File: src/hdl/ocwh_pkg.sv
`timescale 1ns / 1ps
// ----------------------------------------------------------------------------
// Ones-count word histogram: shared package
// Widths, depths, operation and command codes, and the queue entry type
// shared by the front end, the queue and the histogram back end.
// ----------------------------------------------------------------------------
package ocwh_pkg;

  // Histogram geometry.
  localparam int COUNT_WIDTH = 32;
  localparam int FOUR_DEPTH  = 625;
  localparam int FIVE_DEPTH  = 3125;
  localparam int FOUR_AW     = $clog2(FOUR_DEPTH);
  localparam int FIVE_AW     = $clog2(FIVE_DEPTH);

  // Stream bookkeeping.
  localparam logic [31:0] MAX_BYTES_RESET = 32'd256000;
  localparam logic [31:0] WARMUP_BYTES    = 32'd4;

  // Queue between front and back end.
  localparam int QUEUE_DEPTH = 4;
  localparam int QUEUE_AW    = $clog2(QUEUE_DEPTH);
  localparam int QUEUE_CW    = QUEUE_AW + 1;

  // Operation codes on the input channel.
  typedef logic [1:0] op_t;
  localparam op_t OP_FEED      = 2'd0;
  localparam op_t OP_READ_FOUR = 2'd1;
  localparam op_t OP_READ_FIVE = 2'd2;

  // Commands handed from the front end to the back end.
  typedef logic [1:0] cmd_t;
  localparam cmd_t CMD_NONE      = 2'd0;
  localparam cmd_t CMD_BUMP      = 2'd1;
  localparam cmd_t CMD_READ_FOUR = 2'd2;
  localparam cmd_t CMD_READ_FIVE = 2'd3;

  typedef logic [COUNT_WIDTH-1:0] count_t;
  typedef logic [2:0]             letter_t;

  // One classified item waiting in the queue.
  typedef struct packed {
    cmd_t               cmd;
    logic               counted;
    logic               ignored;
    logic [FOUR_AW-1:0] addr_four;
    logic [FIVE_AW-1:0] addr_five;
  } entry_t;

endpackage

File: src/hdl/ocwh_fifo.sv
`timescale 1ns / 1ps
// ----------------------------------------------------------------------------
// Ones-count word histogram: command queue
// Short first-in first-out queue of classified items between the front end
// and the histogram back end.
// ----------------------------------------------------------------------------
module ocwh_fifo (
  input  logic            clk,
  input  logic            rst_n,
  input  logic            push,
  input  ocwh_pkg::entry_t push_entry,
  output logic            full,
  input  logic            pop,
  output ocwh_pkg::entry_t pop_entry,
  output logic            not_empty
);
  import ocwh_pkg::*;

  entry_t              entries_r [QUEUE_DEPTH];
  logic [QUEUE_AW-1:0] wr_ptr_r, wr_ptr_nxt;
  logic [QUEUE_AW-1:0] rd_ptr_r, rd_ptr_nxt;
  logic [QUEUE_CW-1:0] count_r, count_nxt;

  assign full      = (count_r == QUEUE_CW'(QUEUE_DEPTH));
  assign not_empty = (count_r != '0);
  assign pop_entry = entries_r[rd_ptr_r];

  // Pointer and fill level bookkeeping.
  always_comb begin
    wr_ptr_nxt = push ? wr_ptr_r + 1'b1 : wr_ptr_r;
    rd_ptr_nxt = pop ? rd_ptr_r + 1'b1 : rd_ptr_r;
    count_nxt  = count_r;
    if (push && !pop) begin
      count_nxt = count_r + 1'b1;
    end else if (pop && !push) begin
      count_nxt = count_r - 1'b1;
    end
  end

  always_ff @(posedge clk) begin
    if (!rst_n) begin
      wr_ptr_r <= '0;
      rd_ptr_r <= '0;
      count_r  <= '0;
    end else begin
      wr_ptr_r <= wr_ptr_nxt;
      rd_ptr_r <= rd_ptr_nxt;
      count_r  <= count_nxt;
    end
  end

  // Entry storage.
  always_ff @(posedge clk) begin
    if (push) begin
      entries_r[wr_ptr_r] <= push_entry;
    end
  end

  a_no_overflow: assert property (@(posedge clk) disable iff (!rst_n)
    push |-> !full) else $error("queue written while full");

  a_no_underflow: assert property (@(posedge clk) disable iff (!rst_n)
    pop |-> not_empty) else $error("queue read while empty");

endmodule

File: config.mk
export PLATFORM = sky130hd
export DESIGN_NAME = ocwh_fifo
export DESIGN_NICKNAME = d
export VERILOG_FILES = /design/src/hdl/ocwh_pkg.sv /design/src/hdl/ocwh_fifo.sv
export SDC_FILE = /design/constraint.sdc
export NUM_CORES = 1
export LEC_CHECK = 0
export BUFFER_PORTS_ARGS = -buffer_cell sky130_fd_sc_hd__buf_2
export CAP_MARGIN = 0
export CORE_MARGIN = 2
export CORE_UTILIZATION = 46
export DETAILED_ROUTE_END_ITERATION = 16
export HOLD_SLACK_MARGIN = 0.12
export MAX_ROUTING_LAYER = met4
export PLACE_DENSITY = 0.77
export REMOVE_ABC_BUFFERS = 1
export SKIP_CTS_REPAIR_TIMING = 1
export SLEW_MARGIN = 0
export SYNTH_ARGS = -nofsm -noshare
export SYNTH_HDL_FRONTEND = slang
export SYNTH_SLANG_ARGS = --single-unit
File: constraint.sdc
create_clock -name clk -period 1.91 [get_ports clk]
set_input_delay 0.382 -clock clk [delete_from_list [all_inputs] [get_ports clk]]
set_output_delay 0.382 -clock clk [all_outputs]
set_load 0.05 [all_outputs]
==> impl_metrics.json <==
{
  "die_w_um": 100,
  "yosysUniqueCellTypes": 21,
  "yosys_register_bits": 113,
  "reg2reg_from": "count_r[0]",
  "place_hpwl_mm": 4.12,
  "fin_ws_ps": -284,
  "clock_latency_ps": 490,
  "gp_congestion": 0.685,
  "endpoint": "pop_entry[18]",
  "hold_violations": 0,
  "grt_pass1_vias": 2104,
  "rsz0062_at_grt": "yes",
  "cts_num_sinks": 113,
  "grt_max_degree": 27,
  "die_area_um2": 10000,
  "syn_to_final_growth_pct": 36.5,
  "clkSlewWorstSetupHoldPaths_ps": 50,
  "drt_first_pass_iters": 4,
  "p_leak_nw": 2.08,
  "swShare_pct": 23.4,
  "fmax_mhz": 456,
  "htreeDepth": 4,
  "status": "finished, violations left",
  "core_um2": 9110,
  "reg2reg_to": "count_r[2]",
  "clkPwrFrac_pct": 43.9,
  "vias_per_cell": 4.98,
  "ios": 58,
  "die_h_um": 100,
  "fin_crit_sh_pct": 115,
  "synth-edff-count": 104,
  "critPathKind": "register to output port",
  "peakVddDrop_mv": 0.582,
  "worst_hold_slack_ps": 178,
  "grtUsageMet2_pct": 23.7,
  "numCtsBuffers": 17,
  "critPathMaxFanout": 9,
  "grt_pass1_wl_mm": 10.8,
  "grt-ovfl-total": 0,
  "ys_warn_count": 0,
  "drv_cap": 0,
  "grt.met3_usage_pct": 6.34,
  "finalSetupViolations": 26,
  "fin_skew_ps": 11.3,
  "tightest_slew_ps": 271,
  "critical_path_required_ps": 1530,
  "combPwrFrac_pct": 14.9,
  "port_buffers": 57,
  "switchingPower_mw": 1.64,
  "r2r_cells": 4,
  "nNetsFinal": 325,
  "drc": 0,
  "ff2ff_setup_slack_ps": 420,
  "initialDrtViolationCount": 109,
  "post-place-ws_ps": 39.5,
  "grt_util_met1_pct": 18.6,
  "cts_tree": "done",
  "diodes": 0,
  "cp_data_arrival_time_ps": 1810,
  "root_buffer": "clkbuf_8",
  "drive_gt1_share_pct": 39.4,
  "pwr-share-seq_pct": 41.2,
  "drt-total-wl_mm": 7.00,
  "rows": 35,
  "end_kind": "output port",
  "internal-power_mw": 5.36,
  "synth.yosys.seq_area_share_pct": 77.8,
  "initial_core_util_pct": 46.6,
  "violations": "negative setup slack",
  "clockBufferDepth": 2,
  "holdCritPathClass": "input port to register",
  "p_per_area_nw_per_um2": 1210,
  "grt.busiest_layer": "met2",
  "timing.slew.headroom_pct": 81.9,
  "min_period_ps": 2190,
  "synth-main-ff-cell": "edfxtp_1",
  "vias": 2057,
  "syn_area_per_cell_um2": 23.7,
  "grt.total_usage_pct": 15.4,
  "async_reset_ff_share_pct": 0,
  "syn_inst": 179,
  "drv_slew": 0,
  "crit_path_start_kind": "register",
  "wire_per_inst_um": 17.0,
  "antenna_found_initial": 0,
  "synth_area_um2": 4240,
  "ant_nets": 0
}
metrics by stage:
stage               setup TNS [ps]  util (%)  cells  instance area (µm²)  total power, mW
floorplan                   -11870         -    173                 4180             3.55
global placement                 0      52.0    350                 4730             3.78
detailed placement               0      52.0    350                 4730             3.80
CTS                          -8400      58.4    382                 5320             6.90
global route                 -7810      63.6    413                 5790             7.25
finish                       -6120      63.6    413                 5790             7.00
worst min path at each step:
stage	startpoint	cells after the start	slack, ps	end
2_1_floorplan	count_r[2]	2	470	count_r[2]
3_3_place_gp	count_r[2]	2	490	count_r[2]
3_5_place_dp	count_r[2]	2	520	count_r[2]
4_1_cts	push_entry[18]	1	60	entries_r[0][18]
5_1_grt	rst_n	2	190	rd_ptr_r[0]
6_report	rst_n	2	180	register
layer usage:
layer / routed length, µm / vias to the layer above
li1: - / 959
met1: 3090 / 1044
met2: 3590 / 50
met3: 293 / 4
met4: 31 / 0
met5: 0 / -
cells in the mapped netlist (2+ instances only):
cell	instances	share of area, %
edfxtp_1	104	74
and2_1	9	1.3
dfxtp_1	9	4.2
buf_12	2	0.94
mux4_1	6	3.7
mux2i_1	2	0.47
ha_1	5	1.5
nor2b_1	2	0.29
buf_2	2	0.24
xor2_1	3	0.62
inv_1	4	0.35
mux4_2	20	11
or3_1	2	0.29
xnor2_1	2	0.41
cells by family (layout without fill, tap and decap cells):
logic type | Yosys count | in the layout | share of synthesized area (%)
xor+xnor | 5 | 5 | 1.03
compound gates | 2 | 2 | 0.295
simple gates | 15 | 15 | 2.18
fa+ha+maj | 6 | 6 | 1.95
flops | 113 | 113 | 77.8
buf+inv | 10 | 133 | 1.92
mux | 28 | 28 | 14.8
critical path: stages (launching register included):
cell and delay (ps):
dfxtp_4 360, buf_12 140, buf_12 120, mux4_2 510, buf_6 170
placed cells by master (no fill, tap or decap), drive strengths merged, types with 3 or more instances in the layout:
master / n
inv: 4
ha: 5
clkbuf: 18
xor2: 3
buf: 71
and2: 9
clkinvlp: 3
clkinv: 7
mux4: 26
dlygate4sd3: 26
dfxtp: 9
bufinv: 4
edfxtp: 104
final cells by class:
| cell class | instances | area, µm² |
|---|---|---|
| fill | 642 | 3310 |
| sequential | 113 | 3310 |
| timing repair buffer | 97 | 893 |
| multi-input combinational | 56 | 852 |
| clock buffer | 18 | 418 |
| clock inverter | 14 | 170 |
| tap | 111 | 139 |
| inverter | 4 | 15.0 |
state kept, by name (all words and copies together), names as in the netlist, named ones only:
| register | cells |
|---|---|
| wr_ptr_r | 2 |
| rd_ptr_r | 2 |
| count_r | 3 |
| entries_r | 104 |
power by group through the flow:
| stage | Clock [mW] | Sequential, mW | Combinational (mW) |
|---|---|---|---|
| finish | 3.07 | 2.88 | 1.04 |
| global route | 3.26 | 2.89 | 1.10 |
| CTS | 3.14 | 2.88 | 0.869 |
| detailed placement | 0 | 2.93 | 0.869 |
| global placement | 0 | 2.92 | 0.857 |
| floorplan | 0 | 2.95 | 0.593 |
(Power assumes the default switching activity.)
