==> config.mk <==
export PLATFORM = sky130hd
export DESIGN_NAME = ocwh_front_flat
export DESIGN_NICKNAME = d
export VERILOG_FILES = /design/src/hdl/ocwh_pkg.sv /design/src/hdl/ocwh_if.sv /design/src/hdl/ocwh_front.sv /design/src/flat_wrapper.sv
export SDC_FILE = /design/constraint.sdc
export NUM_CORES = 1
export LEC_CHECK = 0
export BUFFER_PORTS_ARGS = -buffer_cell sky130_fd_sc_hd__buf_2
export CORE_ASPECT_RATIO = 1.5
export CORE_MARGIN = 2
export CORE_UTILIZATION = 55
export DETAILED_ROUTE_END_ITERATION = 8
export GPL_ROUTABILITY_DRIVEN = 0
export PLACE_DENSITY_LB_ADDON = 0.15
export SLEW_MARGIN = 20
export SYNTH_ARGS = -nofsm -noshare
export SYNTH_HDL_FRONTEND = slang
export SYNTH_SLANG_ARGS = --single-unit
==> constraint.sdc <==
create_clock -name clk -period 13.3 [get_ports clk]
set_input_delay 1.995 -clock clk [delete_from_list [all_inputs] [get_ports clk]]
set_output_delay 1.995 -clock clk [all_outputs]
set_load 0.01 [all_outputs]
==> src/hdl/ocwh_pkg.sv <==
`timescale 1ns / 1ps
// ----------------------------------------------------------------------------
// Ones-count word histogram: shared package
// Widths, depths, operation and command codes, and the queue entry type
// shared by the front end, the queue and the histogram back end.
// ----------------------------------------------------------------------------
package ocwh_pkg;

  // Histogram geometry.
  localparam int COUNT_WIDTH = 32;
  localparam int FOUR_DEPTH  = 625;
  localparam int FIVE_DEPTH  = 3125;
  localparam int FOUR_AW     = $clog2(FOUR_DEPTH);
  localparam int FIVE_AW     = $clog2(FIVE_DEPTH);

  // Stream bookkeeping.
  localparam logic [31:0] MAX_BYTES_RESET = 32'd256000;
  localparam logic [31:0] WARMUP_BYTES    = 32'd4;

  // Queue between front and back end.
  localparam int QUEUE_DEPTH = 4;
  localparam int QUEUE_AW    = $clog2(QUEUE_DEPTH);
  localparam int QUEUE_CW    = QUEUE_AW + 1;

  // Operation codes on the input channel.
  typedef logic [1:0] op_t;
  localparam op_t OP_FEED      = 2'd0;
  localparam op_t OP_READ_FOUR = 2'd1;
  localparam op_t OP_READ_FIVE = 2'd2;

  // Commands handed from the front end to the back end.
  typedef logic [1:0] cmd_t;
  localparam cmd_t CMD_NONE      = 2'd0;
  localparam cmd_t CMD_BUMP      = 2'd1;
  localparam cmd_t CMD_READ_FOUR = 2'd2;
  localparam cmd_t CMD_READ_FIVE = 2'd3;

  typedef logic [COUNT_WIDTH-1:0] count_t;
  typedef logic [2:0]             letter_t;

  // One classified item waiting in the queue.
  typedef struct packed {
    cmd_t               cmd;
    logic               counted;
    logic               ignored;
    logic [FOUR_AW-1:0] addr_four;
    logic [FIVE_AW-1:0] addr_five;
  } entry_t;

endpackage

==> src/hdl/ocwh_if.sv <==
`timescale 1ns / 1ps
// ----------------------------------------------------------------------------
// Ones-count word histogram: channel interfaces
// Valid/ready channels for stream items, results and the max_bytes register.
// ----------------------------------------------------------------------------
interface ocwh_in_if;
  import ocwh_pkg::*;

  logic        valid;
  logic        ready;
  op_t         operation;
  logic [7:0]  data_byte;
  logic [11:0] count_index;

  modport source (output valid, operation, data_byte, count_index, input ready);
  modport sink   (input valid, operation, data_byte, count_index, output ready);
endinterface


interface ocwh_cfg_if;
  logic        valid;
  logic        ready;
  logic [31:0] max_bytes;

  modport source (output valid, max_bytes, input ready);
  modport sink   (input valid, max_bytes, output ready);
endinterface

==> src/hdl/ocwh_front.sv <==
`timescale 1ns / 1ps
// ----------------------------------------------------------------------------
// Ones-count word histogram: front end
// Accepts stream items, keeps the byte counter and the last four letters,
// and turns each item into a histogram command with its word indices.
// ----------------------------------------------------------------------------
module ocwh_front (
  input  logic             clk,
  input  logic             rst_n,
  ocwh_in_if.sink          in_ch,
  ocwh_cfg_if.sink         cfg_ch,
  input  logic             clear_busy,
  input  logic             q_full,
  output logic             push,
  output ocwh_pkg::entry_t push_entry
);
  import ocwh_pkg::*;

  logic [31:0]  max_bytes_r;
  logic [31:0]  bytes_seen_r, bytes_seen_nxt;
  logic [11:0]  recent_r, recent_nxt;
  letter_t      letter;
  letter_t      l0, l1, l2, l3;
  logic [FOUR_AW-1:0] idx_four;
  logic [FIVE_AW-1:0] idx_five;
  logic         feed_live;

  // Letter of a byte from its number of one bits.
  function automatic letter_t letter_of(input logic [7:0] b);
    logic [3:0] ones;
    letter_t    l;
    ones = '0;
    for (int i = 0; i < 8; i++) begin
      ones = ones + 4'(b[i]);
    end
    case (ones)
      4'd0, 4'd1, 4'd2: l = 3'd0;
      4'd3:             l = 3'd1;
      4'd4:             l = 3'd2;
      4'd5:             l = 3'd3;
      default:          l = 3'd4;
    endcase
    return l;
  endfunction

  assign cfg_ch.ready = 1'b1;
  assign in_ch.ready  = !clear_busy && !q_full;
  assign push         = in_ch.valid && in_ch.ready;

  // Word indices in base five, oldest letter most significant.
  assign letter    = letter_of(in_ch.data_byte);
  assign l0        = recent_r[11:9];
  assign l1        = recent_r[8:6];
  assign l2        = recent_r[5:3];
  assign l3        = recent_r[2:0];
  assign idx_four  = FOUR_AW'(l1) * FOUR_AW'(125) + FOUR_AW'(l2) * FOUR_AW'(25)
                   + FOUR_AW'(l3) * FOUR_AW'(5) + FOUR_AW'(letter);
  assign idx_five  = FIVE_AW'(l0) * FIVE_AW'(FOUR_DEPTH) + FIVE_AW'(idx_four);
  assign feed_live = (bytes_seen_r < max_bytes_r);

  // Classification of the item on the input channel.
  always_comb begin
    push_entry           = '0;
    push_entry.cmd       = CMD_NONE;
    bytes_seen_nxt       = bytes_seen_r;
    recent_nxt           = recent_r;
    case (in_ch.operation)
      OP_FEED: begin
        if (!feed_live) begin
          push_entry.ignored = 1'b1;
        end else if (bytes_seen_r >= WARMUP_BYTES) begin
          push_entry.cmd       = CMD_BUMP;
          push_entry.counted   = 1'b1;
          push_entry.addr_four = idx_four;
          push_entry.addr_five = idx_five;
        end
        if (push) begin
          if (feed_live) begin
            recent_nxt = {recent_r[8:0], letter};
          end
          if (bytes_seen_r != '1) begin
            bytes_seen_nxt = bytes_seen_r + 32'd1;
          end
        end
      end
      OP_READ_FOUR: begin
        if (in_ch.count_index < 12'(FOUR_DEPTH)) begin
          push_entry.cmd       = CMD_READ_FOUR;
          push_entry.addr_four = in_ch.count_index[FOUR_AW-1:0];
        end
      end
      OP_READ_FIVE: begin
        if (in_ch.count_index < 12'(FIVE_DEPTH)) begin
          push_entry.cmd       = CMD_READ_FIVE;
          push_entry.addr_five = in_ch.count_index[FIVE_AW-1:0];
        end
      end
      default: begin
        push_entry.cmd = CMD_NONE;
      end
    endcase
  end

  // Stream state and the configuration register.
  always_ff @(posedge clk) begin
    if (!rst_n) begin
      max_bytes_r  <= MAX_BYTES_RESET;
      bytes_seen_r <= '0;
      recent_r     <= '0;
    end else begin
      if (cfg_ch.valid && cfg_ch.ready) begin
        max_bytes_r <= cfg_ch.max_bytes;
      end
      bytes_seen_r <= bytes_seen_nxt;
      recent_r     <= recent_nxt;
    end
  end

  a_bytes_monotonic: assert property (@(posedge clk) disable iff (!rst_n)
    $past(rst_n) |-> bytes_seen_r >= $past(bytes_seen_r))
    else $error("byte counter went backwards");

endmodule

==> src/flat_wrapper.sv <==
// flat-port wrapper written by rule: the top's interface ports become plain ports
module ocwh_front_flat import ocwh_pkg::*;
  (clk, rst_n, clear_busy, q_full, push, push_entry, in_ch_valid, in_ch_operation, in_ch_data_byte, in_ch_count_index, in_ch_ready, cfg_ch_valid, cfg_ch_max_bytes, cfg_ch_ready);
  ocwh_in_if in_ch_i ();
  ocwh_cfg_if cfg_ch_i ();
  input  logic clk;
  input  logic rst_n;
  input  logic clear_busy;
  input  logic q_full;
  output logic push;
  output ocwh_pkg::entry_t push_entry;
  input wire logic [$bits(in_ch_i.valid)-1:0] in_ch_valid;
  input wire logic [$bits(in_ch_i.operation)-1:0] in_ch_operation;
  input wire logic [$bits(in_ch_i.data_byte)-1:0] in_ch_data_byte;
  input wire logic [$bits(in_ch_i.count_index)-1:0] in_ch_count_index;
  output wire logic [$bits(in_ch_i.ready)-1:0] in_ch_ready;
  input wire logic [$bits(cfg_ch_i.valid)-1:0] cfg_ch_valid;
  input wire logic [$bits(cfg_ch_i.max_bytes)-1:0] cfg_ch_max_bytes;
  output wire logic [$bits(cfg_ch_i.ready)-1:0] cfg_ch_ready;
  assign in_ch_i.valid = in_ch_valid;
  assign in_ch_i.operation = in_ch_operation;
  assign in_ch_i.data_byte = in_ch_data_byte;
  assign in_ch_i.count_index = in_ch_count_index;
  assign in_ch_ready = in_ch_i.ready;
  assign cfg_ch_i.valid = cfg_ch_valid;
  assign cfg_ch_i.max_bytes = cfg_ch_max_bytes;
  assign cfg_ch_ready = cfg_ch_i.ready;
  ocwh_front u_core (.clk(clk), .rst_n(rst_n), .in_ch(in_ch_i), .cfg_ch(cfg_ch_i), .clear_busy(clear_busy), .q_full(q_full), .push(push), .push_entry(push_entry));
endmodule
==> impl_metrics.csv <==
group,metric,value,unit
critical_path,cp_common_cell,"inv_1",
logic_synthesis,ys.flop_type,"dfxtp_1",
power_and_ir_drop,seqPwrFrac,39.0,%
cts,clkSlewWorstSetupHoldPaths,0.06,ns
cells_and_area,multiInputGateArea,0.00456,mm^2
power_and_ir_drop,leakage,0.00364,uW
logic_synthesis,syn_nets,912,
cells_and_area,ff_latch_area,0.00152,mm^2
cells_and_area,antenna_cells,0,
power_and_ir_drop,share_comb_of_total_power,16.9,%
detailed_routing,vias,5381,
min_path,hold_class,"reg -> reg",
critical_path,worstSetupPathType,"in -> out",
global_route,grt_start_max_net_pins,44,
detailed_routing,routedWlPerCell,14.8,um
cells_and_area,drive_above_1_share,17.3,%
placed_design,io_buffers,87,
logic_synthesis,synthArstFlopShare,0,%
detailed_routing,drt-vias-per-instance,5.55,
sta,max_freq,0.0812,GHz
cts,clock_sinks,76,
detailed_routing,ant_nets,0,
floorplan,initial_core_util,56.6,%
power_and_ir_drop,p_switching,151,uW
sta,slew_viol_final,0,
logic_synthesis,ys_seq_elements,76,
sta,finalHoldViolCount,0,
cts,cts_setup_buffers,0,
global_route,grt_overflow,0,
cells_and_area,fin_nets,986,
floorplan,io_pins,89,
sta,fin_ws,0.992,ns
power_and_ir_drop,clock_power_share,44.1,%
global_route,antenna_found_initial,0,
critical_path,critPathMaxFanout,5,
power_and_ir_drop,switching_share,24.8,%
cts,clk_latency,0.33,ns
cells_and_area,stdcell_area,0.00739,mm^2
cts,cts_resized,0,
critical_path,worstSetupStartpointType,"input pin",
cts,clockBufferDepth,2,
floorplan,fp-row-count,48,
sta,tightestPinTransition,0.956,ns
logic_synthesis,netlist_instances,741,
placed_design,dp_slack,1.08,ns
cells_and_area,fin_util,63.8,%
placed_design,hpwl,11700,um
run_status,outcome,"complete, no violations",
detailed_routing,drt_iter0_markers,136,
logic_synthesis,ys_warn_count,0,
floorplan,core_area,0.0116,mm^2
detailed_routing,wl,14400,um
cts,cts_tree,"yes",
detailed_routing,dr.pass1.iters,4,
cells_and_area,area_growth,12.7,%
floorplan,die_width,93.2,um
global_route,grt_pass1_vias,5405,
sta,finClkSkew,0.00588,ns
sta,fin_hold_ws,0.497,ns
power_and_ir_drop,peakVddDrop,0.0944,mV
cts,postCtsHoldBufs,0,
critical_path,critPathArrivalTime,10.31,ns
cells_and_area,final_cell_mix,"inv_1 (87), buf_2 (87), ha_1 (86), nand2_1 (76), dfxtp_1 (76)",
cts,htreeDepth,3,
floorplan,die-area,0.0128,mm^2
sta,finalSetupViolCount,0,
sta,period_share,92.5,%
cts,cts_made_buffers,9,
power_and_ir_drop,intPower,457,uW
logic_synthesis,synth_edf_count,0,
power_and_ir_drop,power_density,82.2,mW/mm^2
critical_path,worstPathRequired,11.31,ns
global_route,grt_pass1_wl,23900,um
logic_synthesis,syn_avg_cell_area,8.85,um^2
job,cap_violations,0,
detailed_routing,drc_errors,0,
logic_synthesis,synth-seq-area-share,23.2,%
placed_design,placed_area,0.00705,mm^2
sta,finalCriticalPeriod,12.31,ns
critical_path,slowest_stage,"fa_1",
floorplan,die_h,138,um
global_route,grt_use_total,23.3,%
cts,cts-root-buf,"clkbuf_16",
sta,rsz0062_at_grt,"no",
logic_synthesis,synth_cell_types,62,
critical_path,cp-end-kind,"output pin",
cells_and_area,fillers,992,
critical_path,slowest_delay,0.53,ns
sta,fin_setup_tns,0,ns
logic_synthesis,syn_area,0.00656,mm^2
sta,slew_headroom,36.3,%
## routing by layer
layer | vias up | GRT usage, % | wire (um)
met1 | 2527 | 24.0 | 5640
met2 | 128 | 45.5 | 7730
met3 | 37 | 2.79 | 460
met4 | 0 | 11.8 | 554
met5 | - | 0 | 0
li1 | 2689 | - | -
## area by class of cell
| cell class | instances | share of cell area [%] |
|---|---|---|
| Sequential cell | 76 | 20.6 |
| Clock buffer | 12 | 3.61 |
| Timing Repair Buffer | 90 | 6.19 |
| Tap cell | 150 | 2.54 |
| Inverter | 87 | 4.42 |
| Clock inverter | 4 | 0.948 |
| Multi-Input combinational cell | 551 | 61.7 |
## flip-flops by register name, indices dropped and copies added, names as in the netlist
| register | cells |
|---|---|
| u_core.max_bytes_r | 32 |
| u_core.bytes_seen_r | 32 |
| u_core.recent_r | 12 |
## logic make-up after synthesis
| kind of cell | count (synthesis) | synth area share, % |
|---|---|---|
| AND/OR/NAND/NOR | 249 | 20.4 |
| buffers and inverters | 114 | 7.31 |
| adder cells (fa/ha/maj) | 111 | 24.0 |
| AO/OA/AOI/OAI | 105 | 12.8 |
| flip-flops | 76 | 23.2 |
| XOR/XNOR | 44 | 5.88 |
| multiplexers | 41 | 6.28 |
| other | 1 | 0.0572 |
## power by group through the flow
| stage | sequential, uW | clock (uW) | combinational, uW |
|---|---|---|---|
| floorplan | 241 | 0 | 72.7 |
| global placement | 242 | 0 | 99.8 |
| detailed placement | 242 | 0 | 104 |
| CTS | 237 | 274 | 105 |
| global route | 237 | 282 | 118 |
| finish | 237 | 268 | 103 |
## synth_stat cells, drive strengths merged, types with 17 or more instances
| library cell | count | area share, % |
|---|---|---|
| a21oi | 24 | 1.8 |
| and2 | 35 | 3.3 |
| dfxtp | 76 | 23 |
| fa | 25 | 7.6 |
| ha | 86 | 16 |
| inv | 87 | 5.0 |
| mux2i | 40 | 6.1 |
| nand2 | 76 | 4.4 |
| nand3 | 21 | 1.7 |
| nand4 | 17 | 1.6 |
| nor2 | 18 | 1.0 |
| nor2b | 30 | 2.9 |
| o21ai | 17 | 1.4 |
| o31ai | 22 | 4.1 |
| xnor2 | 31 | 4.1 |
## metrics by stage
step | total power [uW] | std cells
2_1_floorplan | 314 | 741
3_3_place_gp | 341 | 954
3_5_place_dp | 346 | 954
4_1_cts | 616 | 970
5_1_grt | 638 | 970
6_report | 608 | 970
## critical path, delay by kind of cell
kind	cells	cell delay (ns)
and+or+nand+nor	3	0.47
buffers and inverters	11	0.89
adders and majority gates	12	4.85
xor gates and xnor gates	2	0.41
AOI/OAI and AO/OA	6	1.70
## worst paths after layout
| check | start | end | slack (ns) | cells past startpoint |
|---|---|---|---|---|
| min reg2reg | u_core.max_bytes_r[13] | u_core.max_bytes_r[13] | 0.50 | 2 |
| max reg2reg | u_core.bytes_seen_r[25] | u_core.recent_r[0] | 10.49 | 7 |
| max | in_ch_data_byte[0] | push_entry[11] | 0.99 | 34 |
| min | u_core.max_bytes_r[13] | u_core.max_bytes_r[13] | 0.50 | 2 |
Power figures use the tool's default switching activity.
